==> src/rtl/mmd_pkg.sv <==
// ----------------------------------------------------------------------------
// mmd_pkg
// Shared types and constants for the matrix dot-product core.
// ----------------------------------------------------------------------------
package mmd_pkg;

    localparam int ELEM_W     = 16;
    localparam int PROD_W     = 32;
    localparam int DOT_W      = 36;
    localparam int IDX_W      = 4;
    localparam int DIM_REG_W  = 5;
    localparam int KIND_W     = 2;
    localparam int CFG_IDX_W  = 2;
    localparam int IN_DATA_W  = 24;
    localparam int OUT_DATA_W = 40;

    typedef enum logic [KIND_W-1:0] {
        KIND_WRITE_A = 2'd0,
        KIND_WRITE_B = 2'd1,
        KIND_READ    = 2'd2,
        KIND_NONE    = 2'd3
    } kind_t;

    typedef enum logic [CFG_IDX_W-1:0] {
        CFG_ROWS_A    = 2'd0,
        CFG_INNER_LEN = 2'd1,
        CFG_COLS_B    = 2'd2,
        CFG_UNUSED    = 2'd3
    } cfg_index_t;

    typedef enum logic [2:0] {
        ST_IDLE,
        ST_RUN,
        ST_DRAIN1,
        ST_DRAIN2,
        ST_FINISH
    } state_t;

    typedef struct packed {
        logic accept;
        logic issue;
        logic load;
    } cmd_t;

    typedef struct packed {
        logic is_read;
        logic read_err;
        logic kn_zero;
        logic last_issue;
        logic out_free;
    } status_t;

endpackage

==> src/rtl/mmd_ctrl.sv <==
// ----------------------------------------------------------------------------
// mmd_ctrl
// Sequencer: takes items, steps the multiply-accumulate, loads the result.
// ----------------------------------------------------------------------------
module mmd_ctrl
(
    input  logic             clk,
    input  logic             rst_n,
    input  logic             in_valid,
    output logic             in_ready,
    input  mmd_pkg::status_t status,
    output mmd_pkg::cmd_t    cmd
);

    mmd_pkg::state_t state_reg;
    mmd_pkg::state_t state_next;

    always_ff @(posedge clk or negedge rst_n)
    begin
        if (!rst_n)
        begin
            state_reg <= mmd_pkg::ST_IDLE;
        end
        else
        begin
            state_reg <= state_next;
        end
    end

    always_comb
    begin
        state_next = state_reg;
        in_ready   = 1'b0;
        cmd        = '0;
        unique case (state_reg)
            mmd_pkg::ST_IDLE:
            begin
                in_ready   = 1'b1;
                cmd.accept = in_valid;
                if (in_valid && status.is_read)
                begin
                    // error reads and empty sums skip the accumulate loop
                    if (status.read_err || status.kn_zero)
                    begin
                        state_next = mmd_pkg::ST_FINISH;
                    end
                    else
                    begin
                        state_next = mmd_pkg::ST_RUN;
                    end
                end
            end
            mmd_pkg::ST_RUN:
            begin
                cmd.issue = 1'b1;
                if (status.last_issue)
                begin
                    state_next = mmd_pkg::ST_DRAIN1;
                end
            end
            mmd_pkg::ST_DRAIN1:
            begin
                state_next = mmd_pkg::ST_DRAIN2;
            end
            mmd_pkg::ST_DRAIN2:
            begin
                state_next = mmd_pkg::ST_FINISH;
            end
            mmd_pkg::ST_FINISH:
            begin
                // hold until the output register can take the result
                if (status.out_free)
                begin
                    cmd.load   = 1'b1;
                    state_next = mmd_pkg::ST_IDLE;
                end
            end
            default:
            begin
                state_next = mmd_pkg::ST_IDLE;
            end
        endcase
    end

endmodule

==> config.mk <==
export PLATFORM = sky130hd
export DESIGN_NAME = mmd_ctrl
export DESIGN_NICKNAME = d
export VERILOG_FILES = /design/src/rtl/mmd_pkg.sv /design/src/rtl/mmd_ctrl.sv
export SDC_FILE = /design/constraint.sdc
export NUM_CORES = 1
export LEC_CHECK = 0
export BUFFER_PORTS_ARGS = -buffer_cell sky130_fd_sc_hd__buf_2
export CORE_AREA = 2 2 39 41
export DETAILED_ROUTE_END_ITERATION = 12
export DIE_AREA = 0 0 41 43
export PLACE_DENSITY_LB_ADDON = 0.1
export RECOVER_POWER = 50
export SETUP_SLACK_MARGIN = 0.05
export SLEW_MARGIN = 20
export SYNTH_ARGS = -nofsm -noshare
export SYNTH_HDL_FRONTEND = slang
export SYNTH_SLANG_ARGS = --single-unit
==> constraint.sdc <==
create_clock -name clk -period 1.9 [get_ports clk]
set_clock_uncertainty 0.1 [all_clocks]
set_input_delay 0.095 -clock clk [delete_from_list [all_inputs] [get_ports clk]]
set_output_delay 0.095 -clock clk [all_outputs]
set_load 0.02 [all_outputs]
# Word-level counts from Yosys, hierarchy flattened
# Cells that the tools add are included.
[word_totals] reg_bits=3 in_bits=8 out_inout_bits=4 wordCells=22
[op_classes] eq_ne=7 muxes=10 reduce_logical=4
[ops] operator="$pmux W3 S5" n=1
[ops] operator="$mux W3" n=4
[ops] operator="$eq A3 B2 Y1 const B" n=2
[ops] operator="$ne A2 B2 Y1 const B" n=3
[ops] operator="$mux W1" n=5
[ops] operator="$eq A3 B1 Y1 const B" n=1
[ops] operator="$eq A3 B3 Y1 const B" n=1
[ops] operator="$logic_not A3 Y1" n=1
[ops] operator="$reduce_and A3 Y1" n=1
[ops] operator="$logic_and A1 B1 Y1" n=1
[ops] operator="$logic_or A1 B1 Y1" n=1

# Longest topological paths before layout
[depth] ltp_word=4 mapped_depth=3 depth_no_buf=3

# Least setup slack after synthesis
# OpenSTA, ideal clock, no wires.
[synth_path] path_type="reg2out" start="reg state_reg[0]" end="out cmd[2] (netlist name)" t_arrival_ns=1.293 required_time_ns=1.705 setup_slack_ns=0.412 path_stages_with_launch=3 n_path_buf=0 path_cell_list="dfrtp_1 > nor3_1 > and2_1"
[synth_lines] element="start: declaration" line_no="mmd_ctrl.sv:15" source="mmd_pkg::state_t state_reg;"
[synth_lines] element="start signal: assignment" line_no="mmd_ctrl.sv:22" source="state_reg <= mmd_pkg::ST_IDLE;"
[synth_lines] element="start signal: assignment" line_no="mmd_ctrl.sv:26" source="state_reg <= state_next;"
[synth_lines] element="end: declaration" line_no="mmd_ctrl.sv:12" source="output mmd_pkg::cmd_t cmd"

# Worst setup path in the final report
[layout_path] start="reg state_reg[1]" end="reg state_reg[0]"
[layout_between] elab_chain_len=3 word_cells_on_any_way=10 cone_classes="eq/ne: 7; mux: 1; reduce/logical: 2"
[layout_rtl] element="$eq A3 B1 Y1 (tied with other cells)" line_no="mmd_ctrl.sv:35" source="unique case (state_reg)"
[layout_rtl] element="$ne A2 B2 Y1 (no line)"
[layout_rtl] element="$reduce_and A3 Y1 (no line)"
# Parallel ways exist; a longest one is shown, timed or not.
# A chain may end at the register's enable or synchronous reset.

==> impl_metrics.tcl <==
set metrics [dict create \
    status "finished clean" \
    synthSimpleGateAreaFrac 0.364 \
    power_density_mw_per_mm2 1670 \
    via_per_inst 4.13 \
    wl_um 525 \
    post-route-util 0.223 \
    routedWlPerCell_um 9.72 \
    max_freq_mhz 594 \
    rows 14 \
    ys_warn_count 0 \
    reg2reg_to "state_reg[0]$_DFFE_PN0P_" \
    antenna_left 0 \
    netlist_instances 20 \
    initial_utilization 0.129 \
    fin_cells 54 \
    die_w_um 41 \
    timing.critical_path.from "state_reg[1]$_DFFE_PN0P_" \
    p_leak_nw 0.140 \
    dp.cells 47 \
    path_clk_slew_ps 40 \
    antenna_cells 0 \
    endpoint "state_reg[0]$_DFFE_PN0P_" \
    setup-tns-final_ps 0 \
    synth_area_um2 179 \
    synth.mux.area_fraction 0 \
    drv_cap 0 \
    ys_ff_latch 3 \
    slew_headroom 0.837 \
    drt_iter0_drc 6 \
    dieHeight_um 43 \
    drcViolationCount 0 \
    clk_latency_ps 230 \
    seq_area_frac_synth 0.420 \
    end_kind "flop" \
    cts_hold_buffers 3 \
    cts_sinks 3 \
    clock_path_buffers 2 \
    reg2reg_depth 4 \
    path_class "reg2reg" \
    drive_gt1_frac 0.342 \
    area_growth_pct 72.7 \
    grt_pass1_vias 246 \
    crit_fanout 8 \
    max_slew.worst_pin.slew_ps 241 \
    design.core.area_mm2 0.00138 \
    rr_startpoint "state_reg[1]$_DFFE_PN0P_" \
    cts_buffers 3 \
    period_share 0.886 \
    nets 47 \
    ioPinCount 12 \
    cts_root_buf "clkbuf_4" \
    portBuffers 11 \
    r2r_slack_ps 220 \
    ctsResizeCount 0 \
    syn_nets 28 \
    min_path_type "in2reg" \
    synth_fa_ha_area_frac 0 \
    period_needed_ps 1680 \
    startpoint_type "flop" \
    drv_slew 0 \
    largest_register_ffs 3 \
    finalInstanceArea_um2 309 \
    dieArea_mm2 0.00176 \
    cts_tree "done" \
    htreeDepth 1 \
    syn_avg_cell_area_um2 8.95 \
    irDropWorstVdd_v 0.000635 \
    hold_viol_final 0 \
    synth_top_family_by_area "simple AND/OR/NAND/NOR gates" \
    grt_max_degree 9 \
    drt-pass1-iter-count 4 \
    finalSetupViolCount 0 \
    via_count 223 \
    antenna_found_initial 0 \
    dpl_cell_area_um2 254 \
    synth_compound_area_frac 0.196 \
    synthDistinctLibCells 14 \
    grt_pass1_wl_um 917 \
    postCtsSetupBuffers 0 \
    required_ps 1970 \
    synth_xor_area_frac 0 \
    finalPower_mw 0.515 \
    arrival_ps 1750 \
    gr-total-overflow 0 \
    track_usage 0.0822 \
    rsz0062_at_grt "false" \
    place_congestion 0.668 \
    hpwl_um 382 \
]
-- critical path, stage by stage, from the launching register on --
cell           delay, ps
dfrtp_1              450
nand2b_1             190
o21a_1               190
o32ai_1              120
dlygate4sd3_1        580
-- report_power, final --
part           switching, mW  internal, mW
Sequential            0.0609        0.0941
Clock                 0.0330        0.0787
Combinational          0.131         0.118
-- synthesized netlist by cell type (all sizes together) --
cell    count  area share
o31ai       1       0.042
nor2        3       0.063
inv         1       0.021
nand3b      1       0.042
nor4b       2       0.098
dfrtp       3        0.42
and2        1       0.035
a21oi       1       0.028
nor3        1       0.028
a31oi       1       0.035
o21a        1       0.042
nand3       1       0.028
o32ai       1       0.049
nand2b      2       0.070
-- layer usage --
metal | share of wire | vias to the layer above | global-route usage
li1 | - | 110 | -
met1 | 0.40 | 102 | 0.0897
met2 | 0.49 | 11 | 0.113
met3 | 0.10 | 0 | 0.0471
met4 | 0 | 0 | 0.0600
met5 | 0 | - | 0
-- cells in the final DEF (no fill, tap or decap) --
cell type / count
and2_1: 1
nor3_1: 1
dfrtp_1: 3
nand3b_1: 1
nand2b_1: 2
clkbuf_1: 2
clkbuf_4: 3
nand3_1: 1
nor4b_1: 2
o31ai_1: 1
buf_2: 10
inv_1: 1
dlygate4sd3_1: 3
o32ai_1: 1
a31oi_1: 1
o21a_1: 1
a21oi_1: 1
nor2_1: 3
-- cells by family after synthesis --
| logic type | count (synthesis) |
|---|---|
| AO/OA/AOI/OAI | 5 |
| buffers and inverters | 1 |
| flip-flops | 3 |
| AND/OR/NAND/NOR | 11 |
-- through the flow --
stage,hold WS (ps),setup slack [ps]
floorplan,-301,412
global placement,-210,696
detailed placement,-207,691
CTS,36.7,221
global route,75.6,122
finish,45.0,216
-- worst min path at each step --
stage / startpoint / endpoint / depth (start not counted)
after floorplan: rst_n / state_reg[0]$_DFFE_PN0P_ / 0
after global placement: rst_n / state_reg[1]$_DFFE_PN0P_ / 1
after detailed placement: rst_n / state_reg[1]$_DFFE_PN0P_ / 1
after CTS: status[1] / state_reg[1]$_DFFE_PN0P_ / 3
after global routing: status[4] / state_reg[2]$_DFFE_PN0P_ / 3
final: status[1] / state_reg[1]$_DFFE_PN0P_ / 3
-- area by class of cell --
type	count	area, um^2
fillers	155	1070
clock buffers	4	26.3
flip-flops and latches	3	75.1
multi-input cells	16	100
inverters	1	3.75
well taps	16	20.0
repair buffers	14	83.8
No activity file was read; power rests on OpenSTA's default activity.
